==> config.mk <==
export PLATFORM = sky130hd
export DESIGN_NAME = muxed_sensor_event_scanner_unit
export DESIGN_NICKNAME = d
export VERILOG_FILES = /design/src/design/mses_pkg.sv /design/src/design/muxed_sensor_event_scanner_unit.sv /design/src/design/mses_ctrl.sv /design/src/design/mses_dp.sv
export SDC_FILE = /design/constraint.sdc
export NUM_CORES = 1
export LEC_CHECK = 0
export BUFFER_PORTS_ARGS = -buffer_cell sky130_fd_sc_hd__clkbuf_2
export CORE_UTILIZATION = 55
export CTS_CLUSTER_SIZE = 10
export DETAILED_ROUTE_END_ITERATION = 7
export PLACE_DENSITY = 0.76
export SLEW_MARGIN = 5
export SYNTH_ARGS = -nofsm -noshare
export SYNTH_HDL_FRONTEND = slang
export SYNTH_SLANG_ARGS = --single-unit
==> constraint.sdc <==
create_clock -name clk -period 5.35 [get_ports clk]
set_clock_uncertainty 0.2 [all_clocks]
set_input_delay 0.2675 -clock clk [delete_from_list [all_inputs] [get_ports clk]]
set_output_delay 0.2675 -clock clk [all_outputs]
set_load 0.1 [all_outputs]
==> src/design/mses_pkg.sv <==
// ----------------------------------------------------------------------------
// Sensor event scanner package
// Shared sizes, event codes, register indexes and the control and status
// bundles that join the controller to the datapath.
// ----------------------------------------------------------------------------
`default_nettype none

package mses_pkg;

  localparam int BUMPER_COUNT  = 5;
  localparam int BEACON_COUNT  = 4;
  localparam int TAPE_COUNT    = 5;
  localparam int MUX_POSITIONS = 5;
  localparam int SAMPLE_BITS   = 10;
  localparam int MAX_RESULTS   = 7;

  localparam int POS_W     = 3;
  localparam int NUM_W     = 3;
  localparam int CFG_W     = 11;
  localparam int CFG_IDX_W = 2;
  localparam int TH_W      = 11;
  localparam int DIFF_W    = SAMPLE_BITS + 1;

  // Event sources in report order: bumper, beacon, then the tapes.
  localparam int SRC_BUMP   = 0;
  localparam int SRC_BEACON = 1;
  localparam int SRC_TAPE0  = 2;
  localparam int NSRC       = SRC_TAPE0 + TAPE_COUNT;
  localparam int CNT_W      = $clog2(MAX_RESULTS + 1);

  localparam logic [7:0] BUMPER_RESET_MASK = 8'h1F;
  localparam int         BUMPER_MASK_BITS  = 5;

  localparam logic [SAMPLE_BITS-1:0] BEACON_HIGH_RESET = 10'd600;
  localparam logic [SAMPLE_BITS-1:0] BEACON_LOW_RESET  = 10'd400;
  localparam logic signed [TH_W-1:0] TAPE_HIGH_RESET   = 11'sd200;
  localparam logic signed [TH_W-1:0] TAPE_LOW_RESET    = 11'sd100;

  typedef enum logic [2:0] {
    EV_NONE         = 3'd0,
    EV_BUMP_TRIP    = 3'd1,
    EV_BUMP_RELEASE = 3'd2,
    EV_BEACON_FOUND = 3'd3,
    EV_BEACON_LOST  = 3'd4,
    EV_TAPE_FOUND   = 3'd5,
    EV_TAPE_LOST    = 3'd6
  } event_kind_t;

  typedef enum logic [CFG_IDX_W-1:0] {
    REG_BEACON_HIGH = 2'd0,
    REG_BEACON_LOW  = 2'd1,
    REG_TAPE_HIGH   = 2'd2,
    REG_TAPE_LOW    = 2'd3
  } cfg_reg_t;

  typedef struct packed {
    logic accept;
    logic tape_eval;
    logic emit;
  } dp_cmd_t;

  typedef struct packed {
    logic wrap;
    logic out_free;
    logic item_last;
  } dp_status_t;

endpackage

`default_nettype wire

==> src/design/muxed_sensor_event_scanner_unit.sv <==
// ----------------------------------------------------------------------------
// Multiplexed sensor event scanner
// Top level: controller and datapath for bumper, beacon and tape events.
// ----------------------------------------------------------------------------
// Each input word is one read slot at the current multiplexer position. The
// block reports bump, beacon and tape events for it in that order, or a single
// none word, with the next mux position and LED state on every result word.
// A slot is accepted, then the tapes are scanned on the slot that wraps the
// position, and then each result word (one or two, or up to six on the
// wrapping slot) goes out through the output register; the emit sequencer
// drains one pending event per cycle while the output is not stalled.
// The next word is taken once the final result word is in the output register.
`default_nettype none

module muxed_sensor_event_scanner_unit
  import mses_pkg::*;
(
  input  logic                   clk,
  input  logic                   rst,
  input  logic                   cfg_write,
  input  logic [CFG_IDX_W-1:0]   cfg_index,
  input  logic [CFG_W-1:0]       cfg_data,
  input  logic                   in_valid,
  output logic                   in_stall,
  input  logic                   bump_level,
  input  logic [SAMPLE_BITS-1:0] beacon_sample,
  input  logic [SAMPLE_BITS-1:0] tape_sample,
  output logic                   out_valid,
  input  logic                   out_stall,
  output logic [2:0]             event_kind,
  output logic [NUM_W-1:0]       sensor_number,
  output logic [POS_W-1:0]       mux_select,
  output logic                   leds_on,
  output logic                   last
);

  dp_cmd_t    cmd;
  dp_status_t status;

  mses_ctrl u_ctrl (
    .clk      (clk),
    .rst      (rst),
    .in_valid (in_valid),
    .in_stall (in_stall),
    .status   (status),
    .cmd      (cmd)
  );

  mses_dp u_dp (
    .clk           (clk),
    .rst           (rst),
    .cfg_write     (cfg_write),
    .cfg_index     (cfg_index),
    .cfg_data      (cfg_data),
    .bump_level    (bump_level),
    .beacon_sample (beacon_sample),
    .tape_sample   (tape_sample),
    .cmd           (cmd),
    .status        (status),
    .out_valid     (out_valid),
    .out_stall     (out_stall),
    .event_kind    (event_kind),
    .sensor_number (sensor_number),
    .mux_select    (mux_select),
    .leds_on       (leds_on),
    .last          (last)
  );

endmodule

`default_nettype wire

==> src/design/mses_ctrl.sv <==
// ----------------------------------------------------------------------------
// Sensor event scanner controller
// Sequences one read slot: accept, optional tape scan on a wrap, then one
// result word per cycle while the output is free, until the last one is loaded.
// ----------------------------------------------------------------------------
`default_nettype none

module mses_ctrl
  import mses_pkg::*;
(
  input  logic       clk,
  input  logic       rst,
  input  logic       in_valid,
  output logic       in_stall,
  input  dp_status_t status,
  output dp_cmd_t    cmd
);

  typedef enum logic [2:0] {
    S_IDLE = 3'b001,
    S_TAPE = 3'b010,
    S_EMIT = 3'b100
  } state_t;

  state_t state;
  state_t state_next;

  always_comb begin
    cmd.accept    = (state == S_IDLE) && in_valid;
    cmd.tape_eval = (state == S_TAPE);
    cmd.emit      = (state == S_EMIT) && status.out_free;
    in_stall      = (state != S_IDLE);
  end

  always_comb begin
    state_next = state;
    unique case (state)
      S_IDLE: begin
        if (cmd.accept) begin
          state_next = status.wrap ? S_TAPE : S_EMIT;
        end
      end
      S_TAPE: begin
        state_next = S_EMIT;
      end
      S_EMIT: begin
        if (cmd.emit && status.item_last) begin
          state_next = S_IDLE;
        end
      end
      default: begin
        state_next = S_IDLE;
      end
    endcase
  end

  always_ff @(posedge clk) begin
    if (rst) begin
      state <= S_IDLE;
    end else begin
      state <= state_next;
    end
  end

endmodule

`default_nettype wire

==> src/design/mses_dp.sv <==
// ----------------------------------------------------------------------------
// Sensor event scanner datapath
// Holds thresholds, multiplexer position, LED phase and the per-sensor
// history, finds events, and drains them through the output register.
// ----------------------------------------------------------------------------
`default_nettype none

module mses_dp
  import mses_pkg::*;
(
  input  logic                   clk,
  input  logic                   rst,
  input  logic                   cfg_write,
  input  logic [CFG_IDX_W-1:0]   cfg_index,
  input  logic [CFG_W-1:0]       cfg_data,
  input  logic                   bump_level,
  input  logic [SAMPLE_BITS-1:0] beacon_sample,
  input  logic [SAMPLE_BITS-1:0] tape_sample,
  input  dp_cmd_t                cmd,
  output dp_status_t             status,
  output logic                   out_valid,
  input  logic                   out_stall,
  output logic [2:0]             event_kind,
  output logic [NUM_W-1:0]       sensor_number,
  output logic [POS_W-1:0]       mux_select,
  output logic                   leds_on,
  output logic                   last
);

  logic [SAMPLE_BITS-1:0]   beacon_high;
  logic [SAMPLE_BITS-1:0]   beacon_low;
  logic signed [TH_W-1:0]   tape_high;
  logic signed [TH_W-1:0]   tape_low;

  logic [POS_W-1:0]         mux_position;
  logic                     led_phase;
  logic                     bumper_last [BUMPER_COUNT];
  logic [SAMPLE_BITS-1:0]   beacon_last [BEACON_COUNT];
  logic [SAMPLE_BITS-1:0]   tape_dark   [TAPE_COUNT];
  logic [SAMPLE_BITS-1:0]   tape_lit    [TAPE_COUNT];
  logic signed [DIFF_W-1:0] tape_last_diff [TAPE_COUNT];

  logic [NSRC-1:0]          pending;
  event_kind_t              src_kind [NSRC];
  logic [POS_W-1:0]         acc_pos;
  logic [CNT_W-1:0]         emit_count;

  logic                     wrap;
  logic [POS_W-1:0]         pos_next;
  logic                     bump_hit;
  logic                     bump_old;
  logic                     beacon_hit;
  logic [SAMPLE_BITS-1:0]   beacon_old;
  logic                     beacon_found;
  logic                     beacon_lost;
  logic signed [DIFF_W-1:0] tape_diff  [TAPE_COUNT];
  logic                     tape_found [TAPE_COUNT];
  logic                     tape_lost  [TAPE_COUNT];

  logic                     sel_found;
  event_kind_t              sel_kind;
  logic [NUM_W-1:0]         sel_num;
  logic [NSRC-1:0]          rest;
  logic                     item_last;

  // Configuration registers.
  always_ff @(posedge clk) begin
    if (rst) begin
      beacon_high <= BEACON_HIGH_RESET;
      beacon_low  <= BEACON_LOW_RESET;
      tape_high   <= TAPE_HIGH_RESET;
      tape_low    <= TAPE_LOW_RESET;
    end else if (cfg_write) begin
      unique case (cfg_reg_t'(cfg_index))
        REG_BEACON_HIGH: beacon_high <= cfg_data[SAMPLE_BITS-1:0];
        REG_BEACON_LOW:  beacon_low  <= cfg_data[SAMPLE_BITS-1:0];
        REG_TAPE_HIGH:   tape_high   <= $signed(cfg_data[TH_W-1:0]);
        REG_TAPE_LOW:    tape_low    <= $signed(cfg_data[TH_W-1:0]);
        default: begin
        end
      endcase
    end
  end

  // Per-slot comparisons against the sensor at the current position.
  always_comb begin
    wrap       = (mux_position == POS_W'(MUX_POSITIONS - 1));
    pos_next   = wrap ? '0 : mux_position + 1'b1;
    bump_hit   = 1'b0;
    bump_old   = 1'b1;
    beacon_hit = 1'b0;
    beacon_old = '0;
    for (int i = 0; i < BUMPER_COUNT; i++) begin
      if (POS_W'(i) == mux_position) begin
        bump_hit = 1'b1;
        bump_old = bumper_last[i];
      end
    end
    for (int i = 0; i < BEACON_COUNT; i++) begin
      if (POS_W'(i) == mux_position) begin
        beacon_hit = 1'b1;
        beacon_old = beacon_last[i];
      end
    end
    beacon_found = beacon_hit && (beacon_sample > beacon_high) && (beacon_old < beacon_high);
    beacon_lost  = beacon_hit && !beacon_found && (beacon_sample < beacon_low)
                   && (beacon_old > beacon_low);
  end

  // Tape lanes: each sensor's lit-minus-dark difference runs its own test.
  always_comb begin
    for (int i = 0; i < TAPE_COUNT; i++) begin
      tape_diff[i]  = $signed({1'b0, tape_lit[i]}) - $signed({1'b0, tape_dark[i]});
      tape_found[i] = (tape_diff[i] > tape_high) && (tape_last_diff[i] < tape_high);
      tape_lost[i]  = !tape_found[i] && (tape_diff[i] < tape_low)
                      && (tape_last_diff[i] > tape_low);
    end
  end

  // Sensor history and scan position.
  always_ff @(posedge clk) begin
    if (rst) begin
      mux_position <= '0;
      led_phase    <= 1'b0;
      for (int i = 0; i < BUMPER_COUNT; i++) begin
        bumper_last[i] <= (i >= BUMPER_MASK_BITS) ? 1'b1 : BUMPER_RESET_MASK[i];
      end
      for (int i = 0; i < BEACON_COUNT; i++) begin
        beacon_last[i] <= '0;
      end
      for (int i = 0; i < TAPE_COUNT; i++) begin
        tape_dark[i]      <= '0;
        tape_lit[i]       <= '0;
        tape_last_diff[i] <= '0;
      end
    end else begin
      if (cmd.accept) begin
        mux_position <= pos_next;
        if (wrap) begin
          led_phase <= ~led_phase;
        end
        for (int i = 0; i < BUMPER_COUNT; i++) begin
          if (POS_W'(i) == mux_position) begin
            bumper_last[i] <= bump_level;
          end
        end
        for (int i = 0; i < BEACON_COUNT; i++) begin
          if (POS_W'(i) == mux_position) begin
            beacon_last[i] <= beacon_sample;
          end
        end
        for (int i = 0; i < TAPE_COUNT; i++) begin
          if (POS_W'(i) == mux_position) begin
            if (led_phase) begin
              tape_lit[i] <= tape_sample;
            end else begin
              tape_dark[i] <= tape_sample;
            end
          end
        end
      end
      if (cmd.tape_eval) begin
        for (int i = 0; i < TAPE_COUNT; i++) begin
          tape_last_diff[i] <= tape_diff[i];
        end
      end
    end
  end

  // Pending events, one bit per source; the bumper sits in bit 0, the beacon in bit 1.
  always_ff @(posedge clk) begin
    if (rst) begin
      pending    <= '0;
      emit_count <= '0;
    end else begin
      if (cmd.accept) begin
        pending    <= {{(NSRC - 2){1'b0}}, beacon_found || beacon_lost,
                       bump_hit && (bump_level != bump_old)};
        emit_count <= '0;
      end else if (cmd.tape_eval) begin
        for (int i = 0; i < TAPE_COUNT; i++) begin
          pending[SRC_TAPE0 + i] <= tape_found[i] || tape_lost[i];
        end
      end else if (cmd.emit) begin
        pending    <= rest;
        emit_count <= emit_count + 1'b1;
      end
    end
  end

  always_ff @(posedge clk) begin
    if (cmd.accept) begin
      acc_pos                <= mux_position;
      src_kind[SRC_BUMP]     <= bump_level ? EV_BUMP_RELEASE : EV_BUMP_TRIP;
      src_kind[SRC_BEACON]   <= beacon_found ? EV_BEACON_FOUND : EV_BEACON_LOST;
    end
    if (cmd.tape_eval) begin
      for (int i = 0; i < TAPE_COUNT; i++) begin
        src_kind[SRC_TAPE0 + i] <= tape_found[i] ? EV_TAPE_FOUND : EV_TAPE_LOST;
      end
    end
  end

  // Lowest pending source goes out next; with nothing pending a none word goes out.
  always_comb begin
    sel_found = 1'b0;
    sel_kind  = EV_NONE;
    sel_num   = '0;
    rest      = pending;
    for (int i = 0; i < NSRC; i++) begin
      if (pending[i] && !sel_found) begin
        sel_found = 1'b1;
        sel_kind  = src_kind[i];
        sel_num   = (i < SRC_TAPE0) ? acc_pos : NUM_W'(i - SRC_TAPE0);
        rest[i]   = 1'b0;
      end
    end
    item_last = (rest == '0) || (emit_count == CNT_W'(MAX_RESULTS - 1));
  end

  always_comb begin
    status.wrap      = wrap;
    status.out_free  = !out_valid || !out_stall;
    status.item_last = item_last;
  end

  // Output register.
  always_ff @(posedge clk) begin
    if (rst) begin
      out_valid <= 1'b0;
    end else if (cmd.emit) begin
      out_valid <= 1'b1;
    end else if (!out_stall) begin
      out_valid <= 1'b0;
    end
  end

  always_ff @(posedge clk) begin
    if (cmd.emit) begin
      event_kind    <= sel_kind;
      sensor_number <= sel_num;
      mux_select    <= mux_position;
      leds_on       <= led_phase;
      last          <= item_last;
    end
  end

`ifndef SYNTH
  a_count_clear: assert property (@(posedge clk) disable iff (rst)
    cmd.accept |=> (emit_count == '0))
    else $error("emit count not cleared on a new word");

  a_more_pending: assert property (@(posedge clk) disable iff (rst)
    (cmd.emit && !item_last) |=> (pending != '0))
    else $error("non-final word left no pending event");

  a_pos_hold: assert property (@(posedge clk) disable iff (rst)
    !cmd.accept |=> $stable(mux_position))
    else $error("mux position moved without an accepted word");

  a_none_last: assert property (@(posedge clk) disable iff (rst)
    (cmd.emit && (pending == '0)) |=> (last && (event_kind == EV_NONE)))
    else $error("none word not marked last");
`endif

endmodule

`default_nettype wire

Word-level counts from Yosys, hierarchy flattened --
Memory sizes are Yosys's and may differ from the RTL's. Index checks and enable logic that the tools add are counted.
Cells by class: add/subtract/negate cells 7, reduce and logical (&&, ||, !) cells 68, eq/ne operators 18, multiplexer cells 156, order comparisons 24, bitwise logic cells 26
Operator list (count):
- $mux 10 | 18
- $gt 11x11->1 | 10
- $lt 11x11->1 | 10
- $mux 1 | 100
- $mux 3 | 22
- $mux 11 | 5
- $sub 10x10->11 | 5
- $logic_and 1x1->1 | 30
- $or 1x1->1 | 24
- $gt 10x10->1 | 2
- $lt 10x10->1 | 2
- $mux 2 | 8
- $reduce_and 2->1 | 8
- $logic_not 1->1 | 14
- $eq 3x3->1 const B | 3
- $pmux 3 s3 | 1
- $logic_or 1x1->1 | 8
- $logic_not 7->1 | 1
- $mux 7 | 1
- $add 3x1->3 const B | 2
- $eq 2x3->1 const A | 2
- $reduce_or 3->1 | 2
- $mux 5 | 1
- $eq 2x2->1 const B | 2
- other kinds (14) | 18
Word-level totals: memories kept 6, bits in writable memories 221, register bits 74
Memories:
- u_dp.tape_last_diff | words 5, bits a word 11, rd ports 5, clocked after memory_dff 0, write ports 5, line mses_dp.sv:41 | logic signed [DIFF_W-1:0] tape_last_diff [TAPE_COUNT];
- u_dp.tape_dark | words 5, bits a word 10, rd ports 5, clocked after memory_dff 0, write ports 5, line mses_dp.sv:39 | logic [SAMPLE_BITS-1:0] tape_dark [TAPE_COUNT];
- u_dp.tape_lit | words 5, bits a word 10, rd ports 5, clocked after memory_dff 0, write ports 5, line mses_dp.sv:40 | logic [SAMPLE_BITS-1:0] tape_lit [TAPE_COUNT];
- u_dp.beacon_last | words 4, bits a word 10, rd ports 4, clocked after memory_dff 0, write ports 4, line mses_dp.sv:38 | logic [SAMPLE_BITS-1:0] beacon_last [BEACON_COUNT];
- u_dp.src_kind | words 7, bits a word 3, rd ports 7, clocked after memory_dff 0, write ports 5, line mses_dp.sv:44 | event_kind_t src_kind [NSRC];
- u_dp.bumper_last | words 5, bits a word 1, rd ports 5, clocked after memory_dff 0, write ports 5, line mses_dp.sv:37 | logic bumper_last [BUMPER_COUNT];

Logic depth before layout (Yosys ltp) --
word-level depth 24, gate-level depth with buffers 17, depth with buffers taken out 17

Modules after synthesis --
Synthesis repeated with hierarchy kept, for this count alone.
Second synthesis, totals: cell total of the unflattened synthesis 1772, area, all modules 18464.0 µm²
By module, submodules not included:
- mses_dp | times used 1, cells each 1753, sequential area each 7987.7 µm², area an instance 18293.8 µm²
- mses_ctrl | times used 1, cells each 19, sequential area each 60.1 µm², area an instance 170.2 µm²

Worst setup path before layout --
Ideal clock, no wire load.
path type flip-flop to flip-flop, start memory u_dp.tape_lit[1][0], in the netlist u_dp.tape_lit[0][10], end register u_dp.pending[3], path buffers 0, arrival time 3.567 ns, clock period less this slack 3.833 ns, path slack 1.517 ns, stages on the path, launching flop included 18, path through edfxtp_1 inv_1 ha_1 inv_1 fa_1 a21o_1 a21oi_2 o21bai_1 a2111oi_2 nor3_2 a31oi_1 ha_1 nand4_1 nor3_1 a2111o_1 a311o_1 and2_4 a21oi_2
RTL lines:
- start, declared | line mses_dp.sv:40
- end signal, assigned | line mses_dp.sv:177 | pending <= {{(NSRC - 2){1'b0}}, beacon_found || beacon_lost,
- end signal, assigned by index | line mses_dp.sv:182 | pending[SRC_TAPE0 + i] <= tape_found[i] || tape_lost[i];
- end signal, assigned | line mses_dp.sv:185 | pending <= rest;
- end, declared | line mses_dp.sv:43 | logic [NSRC-1:0] pending;

==> impl_metrics.json <==
{
  "status": "finished, final reports clean",
  "die_w_um": 186,
  "synth_nets": 2141,
  "grt_setup_unrepaired": "no",
  "drive_above_1_share_pct": 7.48,
  "htree_levels": 2,
  "drt_iter0_markers": 1442,
  "antenna_found_initial": 0,
  "cp_cell_sequence": "inv_1, ha_1, inv_1, fa_1, a21o_1, a21oi_2, o21bai_1, a2111oi_2, nor3_2, a31oi_1, ha_1, and4_1, a2111oi_0, o211a_1, a32oi_1, a21oi_1",
  "die_h_um": 186,
  "max_freq_mhz": 234,
  "yosys-top-cells-area": "edfxtp_1 (37%), ha_1 (20%), dfxtp_1 (6.4%), nand2_1 (3.1%), inv_1 (3.0%)",
  "worst_pin_slew_ns": 1.10,
  "yosysSeqAreaShare_pct": 43.1,
  "cts_sinks": 288,
  "globalRouteTotalUtil_pct": 30.6,
  "yosys.cell_types.count": 81,
  "grt_util_met2_pct": 49.5,
  "min_from": "tape_sample[2]",
  "crit_path_start_kind": "flip-flop",
  "endpoint_kind": "flip-flop",
  "worstPathArrival_ns": 4.53,
  "avgSynthCellArea_um2": 10.4,
  "synth_ff_type": "edfxtp_1",
  "hold_viol": 0,
  "fin_ws_ns": 1.07,
  "vias_per_cell": 6.28,
  "area_growth_syn_to_layout_pct": 11.0,
  "drt_first_pass_iters": 8,
  "busiest_layer": "met2",
  "gr-total-overflow": 0,
  "tns_ns": 0,
  "ant_nets": 0,
  "crit_type": "reg2reg",
  "grt_pass1_wl_um": 79900,
  "p_leak_nw": 8.83,
  "clkLatencyLatePin_ns": 0.53,
  "cts_resized": 0,
  "worstPathMaxFanout": 4,
  "fin_crit_ns": 4.28,
  "setup_viol": 0,
  "min_path_type": "in2reg",
  "synthCells": 1792,
  "slew_violations": 0,
  "ys_ff_latch": 288,
  "cts_tree": "done",
  "cts.path.max_buffers": 3,
  "grt_use_met1_pct": 41.5,
  "synth_top_area_share_pct": 36.7,
  "yosysTopAreaCell": "edfxtp_1",
  "synth_edf_count": 228,
  "synthArstFlopShare_pct": 0,
  "via_count": 14700,
  "worstReg2RegStart": "u_dp.tape_lit[0][40]",
  "ir_drop_mv": 0.225,
  "dp_hpwl_um": 37400,
  "period_share_pct": 79.9,
  "dieArea_mm2": 0.0347,
  "root_buffer": "clkbuf_16",
  "route.detailed.drc": 0,
  "nFillCells": 2614,
  "startpoint": "u_dp.tape_lit[0][40]",
  "use_met3_pct": 4.28,
  "clkTransAtPathRegs_ns": 0.06,
  "place_ws_ns": 1.19,
  "powerDensity_mw_per_mm2": 298,
  "numCtsBuffers": 35,
  "ys_warn_count": 0,
  "max_slew_margin_pct": 26.6,
  "cp_slowest_cell": "a2111oi_0",
  "coreArea_mm2": 0.0334,
  "io_buffers": 51,
  "first_global_vias": 14200,
  "initial_core_util_pct": 55.8,
  "diodes": 0,
  "finalNetCount": 2220,
  "post_cts_buffers": 0,
  "io_pins": 52,
  "fin_util_pct": 62.0,
  "rows": 67,
  "syn_area_mm2": 0.0187,
  "wl_per_cell_um": 22.5,
  "totalWireLength_um": 52700,
  "cap_violations": 0,
  "grt_max_degree": 56,
  "cp.required_ns": 5.60,
  "cpPeakStageDelay_ns": 0.63,
  "gp_congestion": 0.934
}
-- what timing repair did --
action / 4_1_cts / 5_1_grt
hold buffers: 26 / 0
setup endpoints to repair: 0 / 0
hold endpoints to repair: 78 / 0
-- kinds of logic (layout without fill, tap and decap cells) --
kind of cell | after synthesis | after routing | synth area share (%)
AO/OA/AOI/OAI | 401 | 401 | 14.5
XOR/XNOR | 42 | 42 | 1.97
adder cells (fa/ha/maj) | 312 | 312 | 21.1
buffers and inverters | 203 | 309 | 4.15
flip-flops | 288 | 288 | 43.1
multiplexers | 9 | 9 | 0.489
AND/OR/NAND/NOR | 537 | 537 | 14.7
-- report_power, final --
part | switching (W) | internal (W) | total, W
clock | 0.000912 | 0.00133 | 0.00224
combinational | 0.000848 | 0.000514 | 0.00136
sequential | 0.0000500 | 0.00252 | 0.00257
-- Yosys cell counts, types with 13 or more instances --
library cell  instances
o21a_1               14
a31oi_1              13
and3_1               53
o21ai_1              17
a21oi_1             107
ha_1                305
nor2b_1              20
a211oi_1             18
and2_1               60
nor2_1              100
inv_1               151
a21o_1               36
nand3_1              27
edfxtp_1            228
nand2_1             153
nand4_1              26
clkbuf_1             38
o211ai_1             29
o21ai_0              52
nor3_1               32
dfxtp_1              60
xnor2_1              30
-- final timing paths --
kind                           endpoint  cells past startpoint  slack (ns)
setup / recovery        u_dp.pending[6]                     16        1.07
hold / removal    u_dp.tape_dark[0][32]                      2        0.07
setup reg to reg        u_dp.pending[6]                     16        1.07
hold reg to reg       u_dp.tape_high[2]                      2        0.26
-- cell usage in the layout, fill, tap and decap left out, types with 7 or more instances in the layout --
cell type,Yosys,layout
inv_1,151,151
buf_4,1,12
nand2b_1,11,11
or3_1,10,10
a41oi_1,7,7
nand2_1,153,152
clkbuf_2,0,51
xor2_1,12,12
a22oi_1,10,10
xnor2_1,30,30
nand3_1,27,27
dlygate4sd3_1,0,26
nand4_1,26,26
and3_1,53,53
a21o_1,36,36
a211oi_1,18,18
a2111oi_0,9,9
a22o_1,10,10
dfxtp_1,60,60
and2_1,60,60
o2111ai_1,9,9
o21ai_0,52,51
edfxtp_1,228,228
clkbuf_1,38,22
a311oi_1,7,7
o21a_1,14,14
nor2_1,100,100
clkbuf_16,0,37
a31oi_1,13,12
nor2b_1,20,20
mux2i_1,8,8
o21ai_1,17,18
o211ai_1,29,29
nor3_1,32,32
o31ai_1,12,12
ha_1,305,305
a21oi_1,107,107
-- sequential cells by signal, summed over array words and instances (netlist names), 3 cells and up --
signal,flops
u_dp.beacon_high,10
u_dp.tape_dark,50
u_dp.emit_count,3
u_dp.tape_last_diff,55
u_dp.sensor_number,3
u_dp.beacon_last,40
u_dp.tape_low,11
u_dp.pending,7
u_ctrl.state,3
u_dp.event_kind,3
u_dp.acc_pos,3
u_dp.mux_select,3
u_dp.bumper_last,5
u_dp.src_kind,14
u_dp.tape_lit,50
u_dp.mux_position,3
u_dp.beacon_low,10
u_dp.tape_high,11
-- layer usage --
metal | part of all wire [%] | routed length (um)
met3 | 8.3 | 4370
met1 | 42 | 22100
met5 | 0 | 0
met2 | 46 | 24200
met4 | 3.9 | 2050
-- worst max-delay path, delay by kind of cell (launching register included) --
family,cells,cell delay [ns]
flops,1,0.36
buf+inv,2,0.12
compound gates,9,2.31
simple gates,2,0.36
fa+ha+maj,3,0.88
-- final cells by class --
class / instances / area (um2) / area share, %
tap: 448 / 561 / 2.70
clock buffer: 62 / 1050 / 5.06
timing repair buffer: 89 / 606 / 2.92
sequential: 288 / 8050 / 38.8
inverter: 156 / 586 / 2.82
multi-input combinational: 1301 / 9860 / 47.5
clock inverter: 2 / 23.8 / 0.115
-- stage by stage --
| stage | std cells | cell area (um2) | power [W] | hold WS [ns] |
|---|---|---|---|---|
| final | 2346 | 20700 | 0.00618 | 0.0742 |
| after global routing | 2346 | 20700 | 0.00641 | 0.0883 |
| after CTS | 2346 | 20700 | 0.00614 | 0.0671 |
| after detailed placement | 2256 | 19400 | 0.00390 | 0.251 |
| after global placement | 2256 | 19400 | 0.00383 | 0.243 |
| after floorplan | 1792 | 18700 | 0.00352 | 0.166 |
No activity file was read; power rests on OpenSTA's default activity.
